===== src/sv/gradient_pixel_generator_assert.svh =====
// Assertion macros for the gradient pixel generator
`ifndef GRADIENT_PIXEL_GENERATOR_ASSERT_SVH
`define GRADIENT_PIXEL_GENERATOR_ASSERT_SVH

`define GPG_ASSERT_NOW(label, clk, rst, ante, cons, msg) \
   label: assert property (@(posedge clk) disable iff (rst) (ante) |-> (cons)) \
      else $error(msg);

`define GPG_ASSERT_NEXT(label, clk, rst, ante, cons, msg) \
   label: assert property (@(posedge clk) disable iff (rst) (ante) |=> (cons)) \
      else $error(msg);

`endif


===== src/sv/gpg_pkg.sv =====
// Shared types and constants of the gradient pixel generator
package gpg_pkg;

   localparam int CH_BITS     = 8;
   localparam int RGB_BITS    = 24;
   localparam int PEN_BITS    = 8;
   localparam int THR_BITS    = 5;
   localparam int Q_BITS      = 8;
   localparam int DIV_STAGES  = 4;
   localparam int DIV_STEPS   = 2;
   localparam int STAGES      = DIV_STAGES + 3;

   typedef enum logic {
      CSR_HORIZONTAL = 1'b0,
      CSR_TRUECOLOR  = 1'b1
   } csr_index_type;

   typedef logic [STAGES-1:0] stage_en_type;

   localparam logic [THR_BITS-1:0] BAYER_TABLE [16] = '{
      5'd1,  5'd9,  5'd3,  5'd11,
      5'd13, 5'd5,  5'd15, 5'd7,
      5'd4,  5'd12, 5'd2,  5'd10,
      5'd16, 5'd8,  5'd14, 5'd6
   };

endpackage


===== src/sv/gpg_chan.sv =====
// One colour channel: multiply, rounding quotient two bits a stage, saturating add
module gpg_chan #(
   parameter int COORD_BITS = 12
) (
   input  logic                          clock,
   input  gpg_pkg::stage_en_type         stage_en,
   input  logic [gpg_pkg::CH_BITS-1:0]   first_ch,
   input  logic [gpg_pkg::CH_BITS-1:0]   second_ch,
   input  logic [COORD_BITS-1:0]         pos,
   input  logic [COORD_BITS:0]           den,
   output logic [gpg_pkg::CH_BITS-1:0]   ch_out
);
   import gpg_pkg::*;

   localparam int DW = COORD_BITS + 1;
   localparam int PW = COORD_BITS + CH_BITS + 2;
   localparam int NW = DW + Q_BITS;
   localparam int SW = CH_BITS + 2;

   logic signed [CH_BITS:0]  delta;
   logic signed [PW-1:0]     prod_in, prod_ff;
   logic [CH_BITS-1:0]       base1_ff;
   logic [DW-1:0]            den1_ff;

   logic signed [PW-1:0]     num;
   logic signed [PW-1:0]     mag_w;
   logic [NW-1:0]            mag_in;
   logic                     neg_in, ovf_in;

   logic [NW-1:0]            rem_ff  [0:DIV_STAGES];
   logic [Q_BITS-1:0]        quo_ff  [0:DIV_STAGES];
   logic [DW-1:0]            dend_ff [0:DIV_STAGES];
   logic                     neg_ff  [0:DIV_STAGES];
   logic                     ovf_ff  [0:DIV_STAGES];
   logic [CH_BITS-1:0]       base_ff [0:DIV_STAGES];

   logic [CH_BITS:0]         qmag;
   logic signed [SW-1:0]     qsig, sum;
   logic [CH_BITS-1:0]       out_in, out_ff;

   always_comb begin
      delta   = $signed({1'b0, second_ch}) - $signed({1'b0, first_ch});
      prod_in = PW'(delta) * PW'($signed({1'b0, pos}));
   end

   always_ff @(posedge clock) begin
      if (stage_en[0]) begin
         prod_ff  <= prod_in;
         base1_ff <= first_ch;
         den1_ff  <= den;
      end
   end

   always_comb begin
      num    = prod_ff + $signed({{(PW-DW+1){1'b0}}, den1_ff[DW-1:1]});
      neg_in = num[PW-1];
      mag_w  = neg_in ? -num : num;
      mag_in = mag_w[NW-1:0];
      ovf_in = mag_in >= {den1_ff, {Q_BITS{1'b0}}};
   end

   always_ff @(posedge clock) begin
      if (stage_en[1]) begin
         rem_ff[0]  <= mag_in;
         quo_ff[0]  <= '0;
         dend_ff[0] <= den1_ff;
         neg_ff[0]  <= neg_in;
         ovf_ff[0]  <= ovf_in;
         base_ff[0] <= base1_ff;
      end
   end

   for (genvar k = 0; k < DIV_STAGES; k++) begin : g_div
      logic [NW-1:0]     rem_nx;
      logic [Q_BITS-1:0] quo_nx;
      logic [NW-1:0]     dsh;

      always_comb begin
         rem_nx = rem_ff[k];
         quo_nx = quo_ff[k];
         dsh    = '0;
         for (int j = 0; j < DIV_STEPS; j++) begin
            dsh = {{Q_BITS{1'b0}}, dend_ff[k]} << (Q_BITS - 1 - DIV_STEPS * k - j);
            if (rem_nx >= dsh) begin
               rem_nx = rem_nx - dsh;
               quo_nx = {quo_nx[Q_BITS-2:0], 1'b1};
            end else begin
               quo_nx = {quo_nx[Q_BITS-2:0], 1'b0};
            end
         end
      end

      always_ff @(posedge clock) begin
         if (stage_en[k+2]) begin
            rem_ff[k+1]  <= rem_nx;
            quo_ff[k+1]  <= quo_nx;
            dend_ff[k+1] <= dend_ff[k];
            neg_ff[k+1]  <= neg_ff[k];
            ovf_ff[k+1]  <= ovf_ff[k];
            base_ff[k+1] <= base_ff[k];
         end
      end
   end

   always_comb begin
      qmag = ovf_ff[DIV_STAGES] ? {1'b1, {CH_BITS{1'b0}}} : {1'b0, quo_ff[DIV_STAGES]};
      qsig = neg_ff[DIV_STAGES] ? -$signed({1'b0, qmag}) : $signed({1'b0, qmag});
      sum  = $signed({2'b00, base_ff[DIV_STAGES]}) + qsig;
      if (sum[SW-1]) begin
         out_in = '0;
      end else if (sum[CH_BITS]) begin
         out_in = '1;
      end else begin
         out_in = sum[CH_BITS-1:0];
      end
   end

   always_ff @(posedge clock) begin
      if (stage_en[STAGES-1]) begin
         out_ff <= out_in;
      end
   end

   assign ch_out = out_ff;

endmodule


===== src/sv/gradient_pixel_generator.sv =====
// Top level of the gradient pixel generator
//
// Gives the pen or RGB colour of one pixel of a two-colour gradient segment. One word
// is taken every clock while req_stall is low, and each result passes through seven
// register stages: a multiplier stage, a rounding stage, four quotient stages that
// resolve two bits of the per-channel quotient each, and a saturating output stage. A
// stalled result holds only the last stage; words keep entering until every stage is
// full. Dither mode compares the scaled position with the 4x4 threshold by cross
// multiplication. The user must write the horizontal and truecolor_mode registers
// only while no word is in flight; the block itself does not enforce it.
`include "gradient_pixel_generator_assert.svh"

module gradient_pixel_generator #(
   parameter int COORD_BITS = 12
) (
   input  logic                          clock,
   input  logic                          reset,
   input  logic                          req_valid,
   output logic                          req_stall,
   input  logic [COORD_BITS-1:0]         req_col,
   input  logic [COORD_BITS-1:0]         req_row,
   input  logic [COORD_BITS:0]           req_span_length,
   input  logic [gpg_pkg::PEN_BITS-1:0]  req_first_pen,
   input  logic [gpg_pkg::PEN_BITS-1:0]  req_second_pen,
   input  logic [gpg_pkg::RGB_BITS-1:0]  req_first_rgb,
   input  logic [gpg_pkg::RGB_BITS-1:0]  req_second_rgb,
   output logic                          rsp_valid,
   input  logic                          rsp_stall,
   output logic                          rsp_is_rgb,
   output logic [gpg_pkg::PEN_BITS-1:0]  rsp_out_pen,
   output logic [gpg_pkg::RGB_BITS-1:0]  rsp_out_rgb,
   input  logic                          csr_valid,
   output logic                          csr_ready,
   input  gpg_pkg::csr_index_type        csr_index,
   input  logic                          csr_wdata
);
   import gpg_pkg::*;

   localparam int DW = COORD_BITS + 1;
   localparam int NUM_W = COORD_BITS + 5;
   localparam int THR_W = DW + THR_BITS;
   localparam logic [DW-1:0] SHORT_MAX = DW'(2);
   localparam logic [DW-1:0] ONE = DW'(1);

   logic horizontal_ff, horizontal_in;
   logic truecolor_ff, truecolor_in;

   logic [STAGES-1:0] vld_ff, vld_in;
   stage_en_type      stage_en;

   logic [COORD_BITS-1:0] pos_sel;
   logic [DW-1:0]         den;
   logic [THR_BITS-1:0]   thr_sel;
   logic [NUM_W-1:0]      num_in, num_ff;
   logic [THR_W-1:0]      thr_in, thr_ff;
   logic                  short_in, short_ff;
   logic                  pos_zero_ff;
   logic                  tc1_ff;
   logic [PEN_BITS-1:0]   pen1_ff, pen2_ff;

   logic [PEN_BITS-1:0]   pen_in;
   logic                  rgb_sel_in;
   logic [PEN_BITS-1:0]   pen_ff     [1:STAGES-1];
   logic                  rgb_sel_ff [1:STAGES-1];

   logic [CH_BITS-1:0]    red_out, green_out, blue_out;

   // configuration
   assign csr_ready = 1'b1;

   always_comb begin
      horizontal_in = horizontal_ff;
      truecolor_in  = truecolor_ff;
      if (csr_valid && csr_ready) begin
         case (csr_index)
            CSR_HORIZONTAL: horizontal_in = csr_wdata;
            CSR_TRUECOLOR:  truecolor_in  = csr_wdata;
            default: begin
            end
         endcase
      end
   end

   always_ff @(posedge clock) begin
      if (reset) begin
         horizontal_ff <= 1'b0;
         truecolor_ff  <= 1'b0;
      end else begin
         horizontal_ff <= horizontal_in;
         truecolor_ff  <= truecolor_in;
      end
   end

   // stage enables: advance into a stage that is empty or draining
   assign stage_en[STAGES-1] = !vld_ff[STAGES-1] || !rsp_stall;
   for (genvar i = 0; i < STAGES - 1; i++) begin : g_en
      assign stage_en[i] = !vld_ff[i] || stage_en[i+1];
   end

   assign vld_in[0] = stage_en[0] ? req_valid : vld_ff[0];
   for (genvar i = 1; i < STAGES; i++) begin : g_vld
      assign vld_in[i] = stage_en[i] ? vld_ff[i-1] : vld_ff[i];
   end

   always_ff @(posedge clock) begin
      if (reset) begin
         vld_ff <= '0;
      end else begin
         vld_ff <= vld_in;
      end
   end

   assign req_stall = !stage_en[0];
   assign rsp_valid = vld_ff[STAGES-1];

   // stage one: position, threshold products
   always_comb begin
      pos_sel  = horizontal_ff ? req_col : req_row;
      den      = req_span_length - ONE;
      short_in = req_span_length <= SHORT_MAX;
      thr_sel  = BAYER_TABLE[{req_row[1:0], req_col[1:0]}];
      num_in   = {1'b0, pos_sel, 4'b0000} + {5'b00000, den[DW-1:1]};
      thr_in   = {{DW{1'b0}}, thr_sel} * {{THR_BITS{1'b0}}, den};
   end

   always_ff @(posedge clock) begin
      if (stage_en[0]) begin
         num_ff      <= num_in;
         thr_ff      <= thr_in;
         short_ff    <= short_in;
         pos_zero_ff <= pos_sel == '0;
         tc1_ff      <= truecolor_ff;
         pen1_ff     <= req_first_pen;
         pen2_ff     <= req_second_pen;
      end
   end

   // stage two: choose the pen
   always_comb begin
      rgb_sel_in = tc1_ff && !short_ff;
      if (short_ff) begin
         pen_in = pos_zero_ff ? pen1_ff : pen2_ff;
      end else if (tc1_ff) begin
         pen_in = '0;
      end else begin
         pen_in = ({1'b0, num_ff} < thr_ff) ? pen1_ff : pen2_ff;
      end
   end

   always_ff @(posedge clock) begin
      if (stage_en[1]) begin
         pen_ff[1]     <= pen_in;
         rgb_sel_ff[1] <= rgb_sel_in;
      end
   end

   for (genvar i = 2; i < STAGES; i++) begin : g_carry
      always_ff @(posedge clock) begin
         if (stage_en[i]) begin
            pen_ff[i]     <= pen_ff[i-1];
            rgb_sel_ff[i] <= rgb_sel_ff[i-1];
         end
      end
   end

   // colour channels
   gpg_chan #(.COORD_BITS(COORD_BITS)) u_red (
      .clock     (clock),
      .stage_en  (stage_en),
      .first_ch  (req_first_rgb[3*CH_BITS-1:2*CH_BITS]),
      .second_ch (req_second_rgb[3*CH_BITS-1:2*CH_BITS]),
      .pos       (pos_sel),
      .den       (den),
      .ch_out    (red_out)
   );

   gpg_chan #(.COORD_BITS(COORD_BITS)) u_green (
      .clock     (clock),
      .stage_en  (stage_en),
      .first_ch  (req_first_rgb[2*CH_BITS-1:CH_BITS]),
      .second_ch (req_second_rgb[2*CH_BITS-1:CH_BITS]),
      .pos       (pos_sel),
      .den       (den),
      .ch_out    (green_out)
   );

   gpg_chan #(.COORD_BITS(COORD_BITS)) u_blue (
      .clock     (clock),
      .stage_en  (stage_en),
      .first_ch  (req_first_rgb[CH_BITS-1:0]),
      .second_ch (req_second_rgb[CH_BITS-1:0]),
      .pos       (pos_sel),
      .den       (den),
      .ch_out    (blue_out)
   );

   assign rsp_is_rgb  = rgb_sel_ff[STAGES-1];
   assign rsp_out_pen = pen_ff[STAGES-1];
   assign rsp_out_rgb = rgb_sel_ff[STAGES-1] ? {red_out, green_out, blue_out} : '0;

   `GPG_ASSERT_NOW(a_stall_only_full, clock, reset, req_stall, &vld_ff, "input held back while a stage is free")
   `GPG_ASSERT_NOW(a_free_output_no_stall, clock, reset, !rsp_stall, !req_stall, "input held back with output free")
   `GPG_ASSERT_NOW(a_rgb_needs_truecolor, clock, reset, rsp_valid && rsp_is_rgb, truecolor_ff, "rgb word outside truecolor mode")

endmodule

===== config.mk =====
export PLATFORM = sky130hd
export DESIGN_NAME = gradient_pixel_generator
export DESIGN_NICKNAME = d
export VERILOG_FILES = /design/src/sv/gpg_pkg.sv /design/src/sv/gpg_chan.sv /design/src/sv/gradient_pixel_generator.sv
export VERILOG_INCLUDE_DIRS = /design/src /design/src/sv
export SDC_FILE = /design/constraint.sdc
export NUM_CORES = 2
export LEC_CHECK = 0
export BUFFER_PORTS_ARGS = -buffer_cell sky130_fd_sc_hd__buf_2
export CORE_ASPECT_RATIO = 1.2
export CORE_MARGIN = 2
export CORE_UTILIZATION = 30
export DETAILED_ROUTE_END_ITERATION = 8
export PLACE_DENSITY = 0.41
export SYNTH_ARGS = -nofsm -noshare
export SYNTH_HDL_FRONTEND = slang
export SYNTH_SLANG_ARGS = --single-unit

===== constraint.sdc =====
create_clock -name clock -period 20.3 [get_ports clock]
set_input_delay 2.03 -clock clock [delete_from_list [all_inputs] [get_ports clock]]
set_output_delay 2.03 -clock clock [all_outputs]
set_load 0.01 [all_outputs]

==> results_dict.tcl <==
set metrics [dict create \
    place_worst_setup_slack_ns 10.62 \
    floorplan.rows 184 \
    global_route_wire_length_before_repair_um 274500 \
    number_of_nets_in_the_synthesized_netlist 7263 \
    globalplace.congestion 0.8841 \
    synth-xor-area-share 0.06250 \
    first_global_vias 45960 \
    die_boundary_width_um 423.4 \
    synth_flop_cell "edfxtp_1" \
    crit_buf_inv 5 \
    via_count 45120 \
    maxSlewViolCount 0 \
    max_freq_mhz 113.2 \
    finalCriticalPeriod_ns 8.834 \
    finish.net_count 7432 \
    kind_of_start_point_of_the_critical_path "input port" \
    maximum_number_of_pins_on_one_net_before_global_route_repair 74 \
    synth-simple-area-share 0.1396 \
    total_die_area_sq_um 214800 \
    place_inst 9071 \
    final_count_of_hold_timing_violations 0 \
    part_of_the_cycle_the_worst_path_needs 0.4352 \
    ys_async_sr_fraction 0 \
    synth.lib_cells_used.distinct 106 \
    post_route_cells_drive_above_1_share 0.09890 \
    insertion_delay_ns 0.72 \
    outcome "complete, no violations" \
    least_margin_pin_slew_ns 1.059 \
    cts.reportedPaths.clkPinSlew_ns 0.06 \
    setup_repair_after_global_routing_missed_its_margin "no" \
    synth_warn 0 \
    cp.required_ns 20.75 \
    first_pass_iters 7 \
    post_drt_via_cell_ratio 4.887 \
    crit_fanout 5 \
    ctsLongestPathBuffers 3 \
    globalRouteOverflowTotal 0 \
    critPathMostFrequentCell "fa_1" \
    finalSetupViolations 0 \
    post_cts_hold_buffer_count 0 \
    dp_hpwl_um 144000 \
    critPathSlowestCell "a2111oi_0" \
    grt_usage 0.1647 \
    design.portCount 144 \
    timing.final.ws_setup_ns 11.47 \
    synth-edff-count 745 \
    hp-class "flop to flop" \
    cp_top_family "adder cells" \
    synth_top_family_by_area "adder cells" \
    finClkSkew_ns 0.04001 \
    syn_inst 6200 \
    setup.worst_path.end_class "flop" \
    floorplan.core_area_sq_um 209700 \
    avg_cell_area_syn_sq_um 10.21 \
    timing.critical_path.arrival_ns 9.29 \
    fill_cells 21260 \
    htree_levels 3 \
    drt.antenna.violating_nets 0 \
    timing_worst_setup_path_type "input port to flop" \
    setup_tns_ns 0 \
    synthAdderAreaFrac 0.2216 \
    port_buffers 142 \
    post-cts-setup-buffer-count 0 \
    cap_violations 0 \
    cts_repair_resize_count 0 \
    clock-sinks 754 \
    slew_headroom 0.2941 \
    clock-root-buffer "clkbuf_16" \
    detail_route.wirelength_um 178500 \
    initial_core_util 0.3019 \
    critPathMaxStageDelay_ns 0.80 \
    syn_area_sq_um 63320 \
    cts-buffers-inserted 86 \
    synth-seq-area-share 0.3562 \
    number_of_antenna_violations_at_the_first_check_in_global_routing 7 \
    cts_tree "yes" \
    muxShareOfSynthArea 0.03901 \
    final_cells 9233 \
    synth_compound_gate_area_share 0.1349 \
    fp.dieH_um 507.3 \
    initial_detailed_routing_violation_count 2115 \
    drc 0 \
    drt-wirelength-per-cell_um 19.33 \
    areaGrowthSynthToFinish_pct 11.34 \
    ys_ff_latch 754 \
    post-route-util 0.3361 \
]
layout by cell type (no fill, tap or decap), types with 142 or more instances in the layout:
master / n
a21o_1: 143
a21oi_1: 338
buf_2: 142
edfxtp_1: 745
fa_1: 277
ha_1: 678
inv_1: 593
mux2_2: 160
nand2_1: 381
nor2_1: 505
o21ai_0: 249
xnor2_1: 313
path summary, 6_finish.rpt:
| kind | start | slack (ns) | depth (start not counted) | to |
|---|---|---|---|---|
| min reg2reg | u_red.base_ff[0][8] | 0.41 | 0 | u_red.base_ff[0][16] |
| max | req_first_rgb[2] | 11.47 | 28 | u_blue.prod_ff[21] |
| max reg2reg | u_blue.dend_ff[0][27] | 11.79 | 19 | u_green.rem_ff[0][75] |
| min | u_red.base_ff[0][8] | 0.41 | 0 | u_red.base_ff[0][16] |
metrics by stage:
step                hold slack [ns]  instance area, sq um
global placement             0.4016                 67610
floorplan                    0.4003                 63320
detailed placement           0.4045                 67610
finish                       0.4110                 70500
CTS                          0.3987                 70490
global route                 0.4072                 70500
synth_stat cells (all sizes together), types with 99 or more instances:
library cell    n  area (sq um)
a21o          143          1074
edfxtp        745         22370
nand2         384          1441
nor2          508          1919
mux2          174          1989
xnor2         313          2741
o21a           99         743.2
clkbuf        109         410.4
fa            277          5545
xor2          138          1216
a21oi         339          1700
nor3          122         615.6
inv           601          2258
o21ai         255          1280
nand2b        140         875.8
ha            678          8483
nand3         113         565.5
flip-flops by register name, summed over array words and instances (netlist names), 9 cells and up:
name / flops
thr_ff: 18
u_blue.den1_ff: 9
u_red.rem_ff: 84
u_green.rem_ff: 84
u_blue.dend_ff: 39
u_red.base_ff: 40
u_blue.rem_ff: 84
u_red.prod_ff: 22
u_green.base_ff: 40
num_ff: 17
u_blue.quo_ff: 20
u_green.prod_ff: 22
pen_ff: 48
u_blue.base_ff: 40
u_red.quo_ff: 20
u_green.quo_ff: 20
u_blue.prod_ff: 22
u_red.dend_ff: 13
layer usage:
metal  global-route usage  wire (um)
met1               0.1961      75680
met3              0.01490       4004
met2               0.3059      92460
met4              0.05956       6297
met5                    0         12
logic make-up (layout without fill, tap and decap cells):
| logic type | count (synthesis) | count (layout) |
|---|---|---|
| buffers and inverters | 751 | 992 |
| flip-flops | 754 | 754 |
| multiplexers | 222 | 222 |
| other | 1 | 3 |
| adder cells (fa/ha/maj) | 955 | 955 |
| XOR/XNOR | 451 | 451 |
| AO/OA/AOI/OAI | 1291 | 1291 |
| AND/OR/NAND/NOR | 1775 | 1775 |
area by class of cell:
class | instances | area (sq um) | share of cell area
inverter | 603 | 2272 | 0.03223
multi-input combinational | 4695 | 37940 | 0.5381
tap | 2790 | 3491 | 0.04952
sequential | 754 | 22550 | 0.3199
clock inverter | 62 | 649.4 | 0.009211
timing repair buffer | 229 | 1364 | 0.01935
clock buffer | 98 | 2228 | 0.03161
antenna | 2 | 5.005 | 0.00007099
worst register-to-register path, delay by kind of cell (launching register included):
family          cells  cell delay (ns)
fa+ha+maj           2             0.89
simple gates        4             1.83
flops               1             0.62
compound gates      9             3.44
mux                 1             0.43
buf+inv             3             0.99
Power is not shown: default switching activity piles up to over one toggle a cycle in this logic, so the estimate is an artifact.
